File: config.mk
export PLATFORM = sky130hd
export DESIGN_NAME = ansi_escape_cell_parser
export DESIGN_NICKNAME = d
export VERILOG_FILES = /design/src/rtl/aecp_pkg.sv /design/src/rtl/ansi_escape_cell_parser.sv /design/src/rtl/aecp_param_file.sv /design/src/rtl/aecp_alu.sv /design/src/rtl/aecp_ctrl.sv
export SDC_FILE = /design/constraint.sdc
export NUM_CORES = 1
export LEC_CHECK = 0
export BUFFER_PORTS_ARGS = -buffer_cell sky130_fd_sc_hd__buf_2
export CAP_MARGIN = 20
export CORE_ASPECT_RATIO = 1.75
export CORE_MARGIN = 10
export CORE_UTILIZATION = 63
export DETAILED_ROUTE_END_ITERATION = 6
export MAX_ROUTING_LAYER = met4
export PLACE_DENSITY = 0.91
export REMOVE_ABC_BUFFERS = 1
export SLEW_MARGIN = 20
export SYNTH_ARGS = -nofsm -noshare
export SYNTH_HDL_FRONTEND = slang
export SYNTH_HIERARCHICAL = 1
export SYNTH_SLANG_ARGS = --single-unit
File: constraint.sdc
create_clock -name clk -period 8.45 [get_ports clk]
set_clock_uncertainty 0.05 [all_clocks]
set_input_delay 1.2675 -clock clk [delete_from_list [all_inputs] [get_ports clk]]
set_output_delay 1.2675 -clock clk [all_outputs]
set_load 0.02 [all_outputs]
File: src/rtl/aecp_pkg.sv
// aecp_pkg: shared types, character codes and the code point lookup
// for the terminal stream parser; no dependencies
package aecp_pkg;

	localparam int CUR_W    = 16;
	localparam int ROW_W    = 5;
	localparam int COL_W    = 7;
	localparam int GLYPH_W  = 7;
	localparam int COLOUR_W = 4;
	localparam int PARAM_W  = 16;

	localparam logic [7:0] CH_ESC    = 8'h1b;
	localparam logic [7:0] CH_LBRACK = 8'h5b;
	localparam logic [7:0] CH_SEMI   = 8'h3b;
	localparam logic [7:0] CH_QUEST  = 8'h3f;
	localparam logic [7:0] CH_H      = 8'h48;
	localparam logic [7:0] CH_F      = 8'h66;
	localparam logic [7:0] CH_M      = 8'h6d;
	localparam logic [7:0] CH_ZERO   = 8'h30;
	localparam logic [7:0] CH_NINE   = 8'h39;
	localparam logic [7:0] CH_SPACE  = 8'h20;
	localparam logic [7:0] CH_DEL    = 8'h7f;
	localparam logic [7:0] LEAD2_MASK = 8'he0;
	localparam logic [7:0] LEAD2_VAL  = 8'hc0;
	localparam logic [7:0] LEAD3_MASK = 8'hf0;
	localparam logic [7:0] LEAD3_VAL  = 8'he0;

	localparam logic [15:0] CP_FULL  = 16'h2588;
	localparam logic [15:0] CP_UPPER = 16'h2580;
	localparam logic [15:0] CP_LOWER = 16'h2584;
	localparam logic [15:0] CP_HLINE = 16'h2500;

	localparam logic [GLYPH_W-1:0] GLYPH_NONE  = 7'd0;
	localparam logic [GLYPH_W-1:0] GLYPH_FULL  = 7'd1;
	localparam logic [GLYPH_W-1:0] GLYPH_UPPER = 7'd2;
	localparam logic [GLYPH_W-1:0] GLYPH_LOWER = 7'd3;
	localparam logic [GLYPH_W-1:0] GLYPH_DASH  = 7'h2d;

	localparam logic [COLOUR_W-1:0] FORE_DEFAULT = 4'd7;
	localparam logic [COLOUR_W-1:0] BACK_DEFAULT = 4'd0;
	localparam logic [PARAM_W-1:0]  PARAM_MAX    = 16'hffff;
	localparam logic [CUR_W-1:0]    CUR_MAX      = 16'hffff;

	localparam logic KIND_CELL  = 1'b0;
	localparam logic KIND_FRAME = 1'b1;

	typedef enum logic [1:0] {
		MODE_GROUND = 2'd0,
		MODE_ESC    = 2'd1,
		MODE_CSI    = 2'd2
	} mode_t;

	typedef enum logic [2:0] {
		ST_IDLE,
		ST_DECODE,
		ST_DIGIT,
		ST_ROW,
		ST_COL,
		ST_SGR,
		ST_EMIT
	} state_t;

	typedef enum logic {
		ALU_MAC,
		ALU_SGR
	} alu_op_t;

	typedef struct packed {
		alu_op_t             op;
		logic [PARAM_W-1:0]  operand;
		logic [3:0]          digit;
	} alu_req_t;

	typedef struct packed {
		logic [PARAM_W-1:0]  value;
		logic                fore_set;
		logic                back_set;
		logic [COLOUR_W-1:0] colour;
	} alu_res_t;

	typedef struct packed {
		logic                kind;
		logic [ROW_W-1:0]    row;
		logic [COL_W-1:0]    col;
		logic [GLYPH_W-1:0]  glyph;
		logic [COLOUR_W-1:0] fore;
		logic [COLOUR_W-1:0] back;
	} res_t;

	function automatic logic [GLYPH_W-1:0] utf_glyph(input logic [15:0] cp);
		logic [GLYPH_W-1:0] g;
		unique case (cp)
			CP_FULL:  g = GLYPH_FULL;
			CP_UPPER: g = GLYPH_UPPER;
			CP_LOWER: g = GLYPH_LOWER;
			CP_HLINE: g = GLYPH_DASH;
			default:  g = GLYPH_NONE;
		endcase
		return g;
	endfunction

endpackage

File: src/rtl/ansi_escape_cell_parser.sv
// ansi_escape_cell_parser: one byte beat in, at most one result beat out;
// an accepted byte is decoded, then a cell goes to emit, a csi digit to a
// digit step, csi H or f to row and col (and emit for a boundary), csi m to
// one sgr step per parameter; a new byte is taken only back in idle, results
// are registered at emit, a stalled result holds the sequencer; reset clears the
// parser, cursor and colour state at once but not the csi parameter registers
module ansi_escape_cell_parser #(
	parameter int SCREEN_COLS = 80,
	parameter int SCREEN_ROWS = 24,
	parameter int MAX_PARAMS  = 8
) (
	input  logic                               clk,
	input  logic                               arst_n,
	input  logic                               in_valid,
	output logic                               in_stall,
	input  logic [7:0]                         data_byte,
	output logic                               out_valid,
	input  logic                               out_stall,
	output logic                               kind,
	output logic [aecp_pkg::ROW_W-1:0]         cell_row,
	output logic [aecp_pkg::COL_W-1:0]         cell_col,
	output logic [aecp_pkg::GLYPH_W-1:0]       glyph,
	output logic [aecp_pkg::COLOUR_W-1:0]      fore_colour,
	output logic [aecp_pkg::COLOUR_W-1:0]      back_colour
);
	import aecp_pkg::*;

	localparam int CW   = $clog2(MAX_PARAMS + 1);
	localparam int IDXW = $clog2(MAX_PARAMS);

	logic               out_valid_q;
	res_t               out_q;
	logic               out_free, load;
	res_t               res;
	logic               pf_wr;
	logic [IDXW-1:0]    pf_wr_idx, pf_rd_idx;
	logic [PARAM_W-1:0] pf_wr_data, pf_rd_data;
	alu_req_t           alu_req;
	alu_res_t           alu_res;

	assign out_free = !out_valid_q || !out_stall;

	aecp_ctrl #(
		.SCREEN_COLS (SCREEN_COLS),
		.SCREEN_ROWS (SCREEN_ROWS),
		.MAX_PARAMS  (MAX_PARAMS),
		.CW          (CW),
		.IDXW        (IDXW)
	) u_ctrl (
		.clk        (clk),
		.arst_n     (arst_n),
		.in_valid   (in_valid),
		.in_stall   (in_stall),
		.data_byte  (data_byte),
		.out_free   (out_free),
		.load       (load),
		.res        (res),
		.pf_wr      (pf_wr),
		.pf_wr_idx  (pf_wr_idx),
		.pf_wr_data (pf_wr_data),
		.pf_rd_idx  (pf_rd_idx),
		.pf_rd_data (pf_rd_data),
		.alu_req    (alu_req),
		.alu_res    (alu_res)
	);

	aecp_param_file #(
		.DEPTH (MAX_PARAMS),
		.IDXW  (IDXW)
	) u_params (
		.clk     (clk),
		.wr_en   (pf_wr),
		.wr_idx  (pf_wr_idx),
		.wr_data (pf_wr_data),
		.rd_idx  (pf_rd_idx),
		.rd_data (pf_rd_data)
	);

	aecp_alu u_alu (
		.req (alu_req),
		.res (alu_res)
	);

	always_ff @(posedge clk or negedge arst_n) begin
		if (!arst_n) begin
			out_valid_q <= 1'b0;
		end else if (load) begin
			out_valid_q <= 1'b1;
		end else if (!out_stall) begin
			out_valid_q <= 1'b0;
		end
	end

	always_ff @(posedge clk) begin
		if (load) begin
			out_q <= res;
		end
	end

	assign out_valid   = out_valid_q;
	assign kind        = out_q.kind;
	assign cell_row    = out_q.row;
	assign cell_col    = out_q.col;
	assign glyph       = out_q.glyph;
	assign fore_colour = out_q.fore;
	assign back_colour = out_q.back;

	// a result never overwrites a beat still waiting downstream
	a_no_overwrite: assert property (@(posedge clk) disable iff (!arst_n)
		load |-> out_free)
		else $error("result loaded over a pending beat");

	// an accepted byte keeps the input side stalled while it is worked on
	a_busy_after_accept: assert property (@(posedge clk) disable iff (!arst_n)
		in_valid && !in_stall |=> in_stall)
		else $error("input not stalled after accept");

	// frame boundary beats carry zero fields
	a_frame_zero: assert property (@(posedge clk) disable iff (!arst_n)
		out_valid && kind == KIND_FRAME |-> cell_row == '0 && cell_col == '0
			&& glyph == '0 && fore_colour == '0 && back_colour == '0)
		else $error("frame boundary with nonzero fields");

	// a cell write always carries a glyph
	a_cell_glyph: assert property (@(posedge clk) disable iff (!arst_n)
		out_valid && kind == KIND_CELL |-> glyph != GLYPH_NONE)
		else $error("cell write without glyph");

endmodule

File: src/rtl/aecp_param_file.sv
// aecp_param_file: csi parameter registers, one write and one read port
// depends on aecp_pkg for the parameter width
module aecp_param_file #(
	parameter int DEPTH = 8,
	parameter int IDXW  = 3
) (
	input  logic                        clk,
	input  logic                        wr_en,
	input  logic [IDXW-1:0]             wr_idx,
	input  logic [aecp_pkg::PARAM_W-1:0] wr_data,
	input  logic [IDXW-1:0]             rd_idx,
	output logic [aecp_pkg::PARAM_W-1:0] rd_data
);
	import aecp_pkg::*;

	logic [PARAM_W-1:0] regs_q [DEPTH];

	always_ff @(posedge clk) begin
		if (wr_en) begin
			regs_q[wr_idx] <= wr_data;
		end
	end

	assign rd_data = regs_q[rd_idx];

endmodule

File: src/rtl/aecp_alu.sv
// aecp_alu: shared unit for decimal accumulate (x10 plus digit, saturating)
// and sgr colour classification; depends on aecp_pkg
module aecp_alu (
	input  aecp_pkg::alu_req_t req,
	output aecp_pkg::alu_res_t res
);
	import aecp_pkg::*;

	logic [19:0] mac;
	logic [15:0] v;
	logic [15:0] d30, d90, d40, d100;

	assign v    = req.operand;
	assign mac  = {v, 3'b000} + {3'b000, v, 1'b0} + {16'd0, req.digit};
	assign d30  = v - 16'd30;
	assign d90  = v - 16'd90;
	assign d40  = v - 16'd40;
	assign d100 = v - 16'd100;

	always_comb begin
		res = '0;
		unique case (req.op)
			ALU_MAC: begin
				res.value = (mac > {4'd0, PARAM_MAX}) ? PARAM_MAX : mac[15:0];
			end
			ALU_SGR: begin
				res.value = v;
				if (v >= 16'd30 && v <= 16'd37) begin
					res.fore_set = 1'b1;
					res.colour   = {1'b0, d30[2:0]};
				end else if (v >= 16'd90 && v <= 16'd97) begin
					res.fore_set = 1'b1;
					res.colour   = {1'b1, d90[2:0]};
				end else if (v >= 16'd40 && v <= 16'd47) begin
					res.back_set = 1'b1;
					res.colour   = {1'b0, d40[2:0]};
				end else if (v >= 16'd100 && v <= 16'd107) begin
					res.back_set = 1'b1;
					res.colour   = {1'b1, d100[2:0]};
				end
			end
			default: res = '0;
		endcase
	end

endmodule

File: src/rtl/aecp_ctrl.sv
// aecp_ctrl: byte sequencer holding parser, utf-8, cursor and colour state;
// drives the parameter file and the shared alu; depends on aecp_pkg
module aecp_ctrl #(
	parameter int SCREEN_COLS = 80,
	parameter int SCREEN_ROWS = 24,
	parameter int MAX_PARAMS  = 8,
	parameter int CW          = 4,
	parameter int IDXW        = 3
) (
	input  logic                         clk,
	input  logic                         arst_n,
	input  logic                         in_valid,
	output logic                         in_stall,
	input  logic [7:0]                   data_byte,
	input  logic                         out_free,
	output logic                         load,
	output aecp_pkg::res_t               res,
	output logic                         pf_wr,
	output logic [IDXW-1:0]              pf_wr_idx,
	output logic [aecp_pkg::PARAM_W-1:0] pf_wr_data,
	output logic [IDXW-1:0]              pf_rd_idx,
	input  logic [aecp_pkg::PARAM_W-1:0] pf_rd_data,
	output aecp_pkg::alu_req_t           alu_req,
	input  aecp_pkg::alu_res_t           alu_res
);
	import aecp_pkg::*;

	state_t              state_q, state_d;
	mode_t               mode_q;
	logic [7:0]          byte_q;
	logic [CW-1:0]       cnt_q;
	logic                priv_q;
	logic [COLOUR_W-1:0] fore_q, back_q;
	logic [1:0]          utf_rem_q;
	logic [15:0]         utf_acc_q;
	logic [CUR_W-1:0]    cur_col_q, cur_row_q;
	logic [PARAM_W-1:0]  row_q;
	logic [IDXW-1:0]     idx_q;
	res_t                res_q;

	logic [15:0]         utf_acc_nx;
	logic [GLYPH_W-1:0]  utf_g, cell_glyph;
	logic                in_utf, is_digit, is_print, is_home, cell_req, on_screen;
	logic                sgr_last, sgr_reset;
	logic [CW-1:0]       cnt_last;
	logic [PARAM_W-1:0]  row_sel, col_sel;
	state_t              dec_next;

	// byte decode
	always_comb begin
		utf_acc_nx = {utf_acc_q[9:0], byte_q[5:0]};
		utf_g      = utf_glyph(utf_acc_nx);
		in_utf     = utf_rem_q != 2'd0;
		is_digit   = byte_q >= CH_ZERO && byte_q <= CH_NINE;
		is_print   = byte_q >= CH_SPACE && byte_q < CH_DEL;
		is_home    = (byte_q == CH_H || byte_q == CH_F) && !priv_q;
		if (in_utf) begin
			cell_req   = utf_rem_q == 2'd1 && utf_g != GLYPH_NONE;
			cell_glyph = utf_g;
		end else begin
			cell_req   = mode_q != MODE_ESC && mode_q != MODE_CSI && is_print;
			cell_glyph = byte_q[6:0];
		end
		on_screen = cur_row_q < CUR_W'(SCREEN_ROWS) && cur_col_q < CUR_W'(SCREEN_COLS);
		cnt_last  = cnt_q - CW'(1);
		sgr_last  = CW'(idx_q) == cnt_last;
		sgr_reset = cnt_q == CW'(1) && pf_rd_data == '0;
		row_sel   = (cnt_q >= CW'(1) && pf_rd_data != '0) ? pf_rd_data : PARAM_W'(1);
		col_sel   = (cnt_q >= CW'(2) && pf_rd_data != '0) ? pf_rd_data : PARAM_W'(1);
	end

	always_comb begin
		dec_next = ST_IDLE;
		if (in_utf) begin
			dec_next = (cell_req && on_screen) ? ST_EMIT : ST_IDLE;
		end else begin
			unique case (mode_q)
				MODE_ESC: dec_next = ST_IDLE;
				MODE_CSI: begin
					if (is_digit) begin
						dec_next = ST_DIGIT;
					end else if (byte_q == CH_SEMI || byte_q == CH_QUEST) begin
						dec_next = ST_IDLE;
					end else if (is_home) begin
						dec_next = ST_ROW;
					end else if (byte_q == CH_M && cnt_q != '0) begin
						dec_next = ST_SGR;
					end
				end
				default: dec_next = (cell_req && on_screen) ? ST_EMIT : ST_IDLE;
			endcase
		end
	end

	// next state
	always_comb begin
		state_d = state_q;
		unique case (state_q)
			ST_IDLE:   state_d = in_valid ? ST_DECODE : ST_IDLE;
			ST_DECODE: state_d = dec_next;
			ST_DIGIT:  state_d = ST_IDLE;
			ST_ROW:    state_d = ST_COL;
			ST_COL: begin
				state_d = (row_q == PARAM_W'(1) && col_sel == PARAM_W'(1)) ? ST_EMIT : ST_IDLE;
			end
			ST_SGR:    state_d = sgr_last ? ST_IDLE : ST_SGR;
			ST_EMIT:   state_d = out_free ? ST_IDLE : ST_EMIT;
			default:   state_d = ST_IDLE;
		endcase
	end

	// outputs
	always_comb begin
		in_stall   = state_q != ST_IDLE;
		load       = state_q == ST_EMIT && out_free;
		res        = res_q;
		pf_wr      = 1'b0;
		pf_wr_idx  = '0;
		pf_wr_data = '0;
		pf_rd_idx  = '0;
		alu_req.op      = (state_q == ST_SGR) ? ALU_SGR : ALU_MAC;
		alu_req.operand = pf_rd_data;
		alu_req.digit   = byte_q[3:0];
		unique case (state_q)
			ST_DECODE: begin
				if (!in_utf && mode_q == MODE_ESC && byte_q == CH_LBRACK) begin
					pf_wr = 1'b1;
				end else if (!in_utf && mode_q == MODE_CSI && byte_q == CH_SEMI
						&& cnt_q < CW'(MAX_PARAMS)) begin
					pf_wr     = 1'b1;
					pf_wr_idx = cnt_q[IDXW-1:0];
				end
			end
			ST_DIGIT: begin
				pf_rd_idx  = cnt_last[IDXW-1:0];
				pf_wr      = 1'b1;
				pf_wr_idx  = cnt_last[IDXW-1:0];
				pf_wr_data = alu_res.value;
			end
			ST_ROW:  pf_rd_idx = IDXW'(0);
			ST_COL:  pf_rd_idx = IDXW'(1);
			ST_SGR:  pf_rd_idx = idx_q;
			default: pf_rd_idx = '0;
		endcase
	end

	always_ff @(posedge clk or negedge arst_n) begin
		if (!arst_n) begin
			state_q    <= ST_IDLE;
			mode_q     <= MODE_GROUND;
			cnt_q      <= '0;
			priv_q     <= 1'b0;
			fore_q     <= FORE_DEFAULT;
			back_q     <= BACK_DEFAULT;
			utf_rem_q  <= 2'd0;
			utf_acc_q  <= '0;
			cur_col_q  <= '0;
			cur_row_q  <= '0;
			idx_q      <= '0;
		end else begin
			state_q <= state_d;
			unique case (state_q)
				ST_DECODE: begin
					idx_q <= '0;
					if (in_utf) begin
						utf_acc_q  <= utf_acc_nx;
						utf_rem_q  <= utf_rem_q - 2'd1;
						if (cell_req && cur_col_q != CUR_MAX) begin
							cur_col_q <= cur_col_q + CUR_W'(1);
						end
					end else begin
						unique case (mode_q)
							MODE_ESC: begin
								if (byte_q == CH_LBRACK) begin
									mode_q <= MODE_CSI;
									cnt_q  <= '0;
									priv_q <= 1'b0;
								end else begin
									mode_q <= MODE_GROUND;
								end
							end
							MODE_CSI: begin
								if (is_digit) begin
									if (cnt_q == '0) begin
										cnt_q <= CW'(1);
									end
								end else if (byte_q == CH_SEMI) begin
									if (cnt_q < CW'(MAX_PARAMS)) begin
										cnt_q <= cnt_q + CW'(1);
									end
								end else if (byte_q == CH_QUEST) begin
									priv_q <= 1'b1;
								end else begin
									mode_q <= MODE_GROUND;
									if (!is_home && byte_q == CH_M && cnt_q == '0) begin
										fore_q <= FORE_DEFAULT;
										back_q <= BACK_DEFAULT;
									end
								end
							end
							default: begin
								if (byte_q == CH_ESC) begin
									mode_q <= MODE_ESC;
								end else if (cell_req) begin
									if (cur_col_q != CUR_MAX) begin
										cur_col_q <= cur_col_q + CUR_W'(1);
									end
								end else if ((byte_q & LEAD2_MASK) == LEAD2_VAL) begin
									utf_rem_q  <= 2'd1;
									utf_acc_q  <= {11'd0, byte_q[4:0]};
								end else if ((byte_q & LEAD3_MASK) == LEAD3_VAL) begin
									utf_rem_q  <= 2'd2;
									utf_acc_q  <= {12'd0, byte_q[3:0]};
								end
							end
						endcase
					end
				end
				ST_COL: begin
					cur_row_q <= row_q - PARAM_W'(1);
					cur_col_q <= col_sel - PARAM_W'(1);
				end
				ST_SGR: begin
					idx_q <= idx_q + IDXW'(1);
					if (sgr_reset) begin
						fore_q <= FORE_DEFAULT;
						back_q <= BACK_DEFAULT;
					end else if (alu_res.fore_set) begin
						fore_q <= alu_res.colour;
					end else if (alu_res.back_set) begin
						back_q <= alu_res.colour;
					end
				end
				default: begin
				end
			endcase
		end
	end

	always_ff @(posedge clk) begin
		if (state_q == ST_IDLE && in_valid) begin
			byte_q <= data_byte;
		end
		if (state_q == ST_ROW) begin
			row_q <= row_sel;
		end
		if (state_q == ST_DECODE) begin
			res_q <= '{kind: KIND_CELL, row: cur_row_q[ROW_W-1:0],
				col: cur_col_q[COL_W-1:0], glyph: cell_glyph, fore: fore_q, back: back_q};
		end else if (state_q == ST_COL) begin
			res_q <= '{kind: KIND_FRAME, default: '0};
		end
	end

endmodule
==> flow_summary.yaml, run 1 <==
run_status:
  status: "finished, final reports clean"
logic_synthesis:
  synth_edf_count: 207
  ys_warn_count: 6
  synth_cells: 1117
  syn-cell-area_um2: 14000
  yosysTopAreaCellShare_pct: 44.5
  synth_area_leader_cell: "edfxtp_1"
  synth_flop_cell: "edfxtp_1"
  synth_most_common_cell: "edfxtp_1"
  yosys-top-cells-count: "edfxtp_1, nand2_1, dfrtp_1, nor2_1, o21ai_0"
  syn_area_per_cell_um2: 12.5
  synth_seq_cells: 274
  netlist_top_cells_area: "edfxtp_1, dfrtp_1, mux4_1"
  yosysSeqAreaShare_pct: 56.4
  ys_async_sr_fraction_pct: 24.1
  yosys.cell_types.count: 87
cts:
  numCtsBuffers: 23
  cts_resized: 0
  cts_max_path_buffers: 3
  cts.clk_slew.worst_paths_ns: 0.07
  htreeDepth: 1
  cts.sinks: 274
  clock_latency_ns: 0.53
  postCtsSetupBuffers: 0
  cts_root_buffer: "clkbuf_16"
  tritoncts: "yes"
  ctsHoldBuffers: 0
global_route:
  grt_pass1_vias: 9376
  grt_max_degree: 67
  antenna_found_initial: 0
  grt_pass1_wl_mm: 49.4
  grt_overflow: 0
  grt_util_all_layers_pct: 21.7
sta:
  hold_violations: 0
  holdWs_ns: 0.368
  finalCritPeriodShare_pct: 81.3
  maxSlewViolCount: 0
  slew_headroom_pct: 28.3
  post-route-min-period_ns: 6.87
  setup_ws_ns: 1.58
  tightest_slew_ns: 1.07
  rsz0062_at_grt: "no"
  fmax_mhz: 146
  setup_viol: 0
  tns_ns: 0
finish:
  diodes: 0
  final_cells: 1445
  drive_gt1_share_pct: 13.1
  area_delta_synth_final_pct: 7.97
  nets: 1191
route:
  drtAntennaViolNets: 0
  drtIter0Drc: 938
  dr_total_vias: 9415
  viasPerCell: 6.52
  drt_wl_total_mm: 30.6
  drt-pass1-iter-count: 7
  wl_per_cell_um: 21.1
  drc_errors: 0
power:
  p_total_uw: 3020
  p_comb_share_pct: 10.5
  swShare_pct: 24.4
  p_per_area_nw_per_um2: 200
  p_switching_uw: 737
  p_int_uw: 2280
  p_seq_share_pct: 54.5
  power_leakage_uw: 0.00516
  ir_drop_mv: 0.218
  p_clk_share_pct: 35.0
floorplan:
  die_x_um: 133
  core_area_um2: 22000
  top_level_ports: 42
  start_util_pct: 63.6
  rows: 72
  die_h_um: 217
  die-area_um2: 28800
worst_setup_path:
  cp_max_fo: 19
  arrival_ns: 7.07
  worst_setup_path_end_kind: "flop"
  critical_path_class: "flop to flop"
  worstRegToRegCells: 14
  cp.required_ns: 8.65
  critPathLaunchType: "flop"
placement:
  dp.cells: 1400
  dp_hpwl_mm: 21.6
  place_congestion: 0.961
  post-place-ws_ns: 1.70
  portBuffers: 41
hold_path:
  hp-class: "flop to flop"
  min_path_cells: 0
flow_run:
  max-cap-violations: 0
final timing paths:
| path | start | end | slack (ns) |
|---|---|---|---|
| max | u_ctrl/state_q[2] | u_params/regs_q[4][4] | 1.58 |
| min | u_ctrl/res[7] | fore_colour[3] | 0.37 |
| max reg2reg | u_ctrl/state_q[2] | u_params/regs_q[4][4] | 1.58 |
| min reg2reg | u_ctrl/res[7] | fore_colour[3] | 0.37 |
| max in group asynchronous | arst_n | u_ctrl/cur_row_q[10] | 6.90 |
| min in group asynchronous | arst_n | u_ctrl/cnt_q[2] | 0.87 |
logic make-up (layout without fill, tap and decap cells):
family	Yosys count	after routing	synth area share, %
and+or+nand+nor	370	370	14.0
buffers and inverters	108	140	3.88
muxes	55	55	7.73
DFF	274	274	56.4
xor gates and xnor gates	39	39	2.44
adders and majority gates	47	47	4.31
AOI/OAI and AO/OA	224	224	11.2
per-layer routing:
layer / vias up / global-route usage (%) / part of all wire (%)
met1: 4577 / 23.0 / 35
met3: 114 / 3.21 / 6.3
met5: - / - / 0
met2: 430 / 37.9 / 53
li1: 4294 / - / -
met4: 0 / 12.5 / 5.4
power by group through the flow:
stage / registers [uW] / clock network, uW / logic (uW)
6_report: 1650 / 1060 / 316
5_1_grt: 1660 / 1130 / 349
4_1_cts: 1640 / 1070 / 309
3_5_place_dp: 1670 / 0 / 306
3_3_place_gp: 1660 / 0 / 293
2_1_floorplan: 1640 / 0 / 227
registers in the layout, summed over array words and instances (netlist names):
| signal | count |
|---|---|
| u_ctrl/utf_rem_q | 2 |
| u_ctrl/priv_q | 1 |
| u_ctrl/cnt_q | 4 |
| fore_colour | 4 |
| out_valid | 1 |
| u_ctrl/back_q | 4 |
| u_ctrl/res | 28 |
| u_ctrl/byte_q | 8 |
| u_ctrl/mode_q | 2 |
| u_ctrl/idx_q | 3 |
| kind | 1 |
| u_ctrl/utf_acc_q | 10 |
| u_ctrl/row_q | 16 |
| u_ctrl/cur_row_q | 16 |
| u_ctrl/fore_q | 4 |
| u_ctrl/cur_col_q | 16 |
| glyph | 7 |
| u_ctrl/state_q | 3 |
| cell_row | 5 |
| cell_col | 7 |
| back_colour | 4 |
| u_params/regs_q | 128 |
cells in the final DEF (no fill, tap or decap), types with 6 or more instances in the layout:
master and n:
mux4_1 28, nand3_1 26, and2_1 54, a21oi_1 38
nor3_1 29, xnor2_1 23, xor2_1 16, nand4_1 20
a32o_1 6, a32oi_1 19, edfxtp_1 207, mux2_2 20
nand2_1 86, or3_1 11, o21ai_0 56, a22o_1 8
and3_1 6, a21o_1 10, clkbuf_16 23, buf_4 16
o211ai_1 7, a31oi_1 9, nor2b_1 10, nor2_1 62
inv_1 39, or2_2 6, buf_2 41, dfrtp_1 63
ha_1 45, nand2b_1 12, a211oi_1 11, nor4_1 17
per-stage QoR:
step	utilization, %	area, um^2
detailed placement	65.1	14300
CTS	68.6	15100
floorplan	-	13600
global placement	65.1	14300
global route	68.7	15100
finish	68.7	15100
layout make-up:
class,count,area [um^2]
flip-flops and latches,274,7890
fillers,1551,6880
multi-input cells,735,5590
clock buffers,31,636
well taps,296,370
repair buffers,59,348
inverters,39,146
clock inverters,11,116
worst max-delay path: stages (launching register included):
cell       delay, ns
dfrtp_1         0.50
nor3b_1         0.24
buf_4           0.26
a21o_1          0.82
mux4_1          0.66
mux2_2          0.42
fa_1            0.53
fa_1            0.50
a211oi_2        0.26
o21ai_2         0.14
o2111a_1        0.29
or3_4           0.38
a2111oi_4       0.98
a32oi_1         0.26
and2_1          0.28
Power figures use the tool's default switching activity.
==> run 2, diff against run 1 <==
--- a/config.mk
+++ b/config.mk
@@ -5,14 +5,15 @@
 export SDC_FILE = /design/constraint.sdc
 export NUM_CORES = 1
 export LEC_CHECK = 0
+export ABC_AREA = 1
 export BUFFER_PORTS_ARGS = -buffer_cell sky130_fd_sc_hd__buf_2
 export CAP_MARGIN = 20
 export CORE_ASPECT_RATIO = 1.75
 export CORE_MARGIN = 10
-export CORE_UTILIZATION = 63
+export CORE_UTILIZATION = 57
 export DETAILED_ROUTE_END_ITERATION = 6
 export MAX_ROUTING_LAYER = met4
-export PLACE_DENSITY = 0.91
+export PLACE_DENSITY = 0.87
 export REMOVE_ABC_BUFFERS = 1
 export SLEW_MARGIN = 20
 export SYNTH_ARGS = -nofsm -noshare
==> constraint.sdc (replaced) <==
create_clock -name clk -period 5.73 [get_ports clk]
set_clock_uncertainty 0.05 [all_clocks]
set_input_delay 0.8595 -clock clk [delete_from_list [all_inputs] [get_ports clk]]
set_output_delay 0.8595 -clock clk [all_outputs]
set_load 0.02 [all_outputs]
==> flow_summary.yaml, run 2 <==
global_route:
  top_usage_layer: "met2"
  grt_overflow: 0
  grt_max_degree: 67
  antenna_found_initial: 0
  grt_util_all_layers_pct: 21.3
  grt_pass1_wl_mm: 58.8
  met1_usage_pct: 19.8
  grt_util_met3_pct: 2.18
  grt_pass1_vias: 11956
  grt_util_met2_pct: 39.9
power:
  power_leakage_uw: 0.00806
  p_per_area_nw_per_um2: 312
  ir_drop_mv: 0.229
logic_synthesis:
  synth_flop_cell: "edfxtp_1"
  syn-cell-area_um2: 15600
  yosysTopAreaCellShare_pct: 39.8
  yosysSeqAreaShare_pct: 50.5
  synth_edf_count: 207
  ys_async_sr_fraction_pct: 24.1
  yosys.cell_types.count: 50
  netlist_top_cells_area: "edfxtp_1, nand2_1, dfrtp_1"
  yosys-top-cells-count: "nand2_1, inv_1, edfxtp_1, nor2_1, nand3_1"
  synth_area_leader_cell: "edfxtp_1"
  synth_cells: 1892
  syn_area_per_cell_um2: 8.26
  synth_seq_cells: 274
  ys_warn_count: 6
  synth_most_common_cell: "nand2_1"
sta:
  slew_headroom_pct: 43.2
  tightest_slew_ns: 0.853
  finalCritPeriodShare_pct: 92.8
  maxSlewViolCount: 0
  hold_violations: 0
  tns_ns: 0
  holdWs_ns: 0.367
  fmax_mhz: 188
  rsz0062_at_grt: "no"
  setup_viol: 0
  post-route-min-period_ns: 5.32
  setup_ws_ns: 0.413
route:
  drt_wl_total_mm: 37.2
  wl_per_cell_um: 16.1
  drt-pass1-iter-count: 6
  dr_total_vias: 12289
  drc_errors: 0
  drtAntennaViolNets: 0
  drtIter0Drc: 923
  viasPerCell: 5.32
floorplan:
  die_x_um: 145
  rows: 80
  die_h_um: 239
  top_level_ports: 42
  die-area_um2: 34700
  core_area_um2: 27100
  start_util_pct: 57.6
worst_setup_path:
  worstRegToRegCells: 24
  cp_max_fo: 22
  cp.required_ns: 5.95
  worst_setup_path_end_kind: "flop"
  critPathLaunchType: "flop"
  critical_path_class: "flop to flop"
  arrival_ns: 5.53
cts:
  htreeDepth: 1
  clock_latency_ns: 0.55
  ctsHoldBuffers: 0
  numCtsBuffers: 25
  cts_root_buffer: "clkbuf_16"
  cts.sinks: 274
  cts_max_path_buffers: 3
  cts_resized: 0
  tritoncts: "yes"
  cts.clk_slew.worst_paths_ns: 0.07
  postCtsSetupBuffers: 0
finish:
  nets: 1983
  largest_reg_flops: 128
  drive_gt1_share_pct: 10.2
  final_common_cell: "nand2_1"
  area_delta_synth_final_pct: 8.26
  fin_area_um2: 16900
  final_cell_mix: "nand2_1, inv_1, edfxtp_1"
  largest_register: "u_params/regs_q"
  diodes: 0
  final_cells: 2312
flow_run:
  max-cap-violations: 0
placement:
  dp_hpwl_mm: 27.3
  place_area_um2: 16100
  dp.cells: 2266
  post-place-ws_ns: 0.491
  portBuffers: 41
  place_congestion: 1.03
hold_path:
  min_path_cells: 0
  hp-class: "flop to flop"
run_status:
  status: "finished, final reports clean"
run 2: changes by cell type after synthesis, sizes merged, moves of 20 or more:
cell,before,now
nand3,26,159
inv,39,346
nor2,64,217
mux2,20,0
and2,54,3
mux4,32,0
nand2,86,543
run 2: final cells by class:
cell class	instances	area, um^2
Inverter	348	1310
Clock buffer	39	688
Multi-Input combinational cell	1206	6010
Timing Repair Buffer	69	440
Fill cell	2216	10200
Tap cell	369	462
Sequential cell	274	7890
Clock inverter	7	118
run 2: through the flow:
step	power, uW	util [%]
after floorplan	3330	-
after global routing	5540	62.4
after CTS	5300	62.3
after global placement	3610	59.4
final	5280	62.4
after detailed placement	3640	59.4
run 2: logic make-up after synthesis:
logic type / count (synthesis) / synth area share [%]
compound gates: 139 / 5.10
simple gates: 989 / 27.6
xor+xnor: 31 / 1.74
flops: 274 / 50.5
buf+inv: 412 / 11.2
fa+ha+maj: 47 / 3.86
run 2: path summary, 6_finish.rpt:
check	from	endpoint	slack, ns
max	u_ctrl/state_q[2]	u_params/regs_q[5][14]	0.41
min	u_ctrl/res[1]	back_colour[1]	0.37
max reg2reg	u_ctrl/state_q[2]	u_params/regs_q[5][14]	0.41
min reg2reg	u_ctrl/res[1]	back_colour[1]	0.37
max in group asynchronous	arst_n	u_ctrl/cur_row_q[13]	4.60
min in group asynchronous	arst_n	u_ctrl/utf_acc_q[6]	0.44
run 2: report_power, final:
| part | internal (uW) | total [uW] | switching, uW |
|---|---|---|---|
| Combinational | 365 | 1160 | 791 |
| Sequential | 2340 | 2470 | 128 |
| Clock | 963 | 1650 | 692 |
| Total | 3670 | 5280 | 1610 |
run 2: metal layers:
| layer | up-vias | share of wire [%] |
|---|---|---|
| met5 | - | 0 |
| met4 | 0 | 7.0 |
| met3 | 160 | 4.8 |
| met2 | 442 | 54 |
| met1 | 5650 | 35 |
| li1 | 6037 | - |
run 2: critical path: stages, from the launching register on:
cell	delay, ns
dfrtp_1	0.51
nor3_1	0.42
clkinv_1	0.15
or2_2	0.31
o21ai_2	0.08
inv_1	0.24
buf_4	0.32
nand3_1	0.12
nand2_1	0.05
nand2_1	0.05
nand2_1	0.27
ha_1	0.40
ha_1	0.41
a21oi_1	0.27
nand2_1	0.08
a21oi_1	0.23
nand2_1	0.08
nand2_1	0.07
nand2_2	0.08
nor2_1	0.33
nand3_1	0.15
nand2_1	0.14
inv_1	0.05
inv_1	0.05
nor2_1	0.10
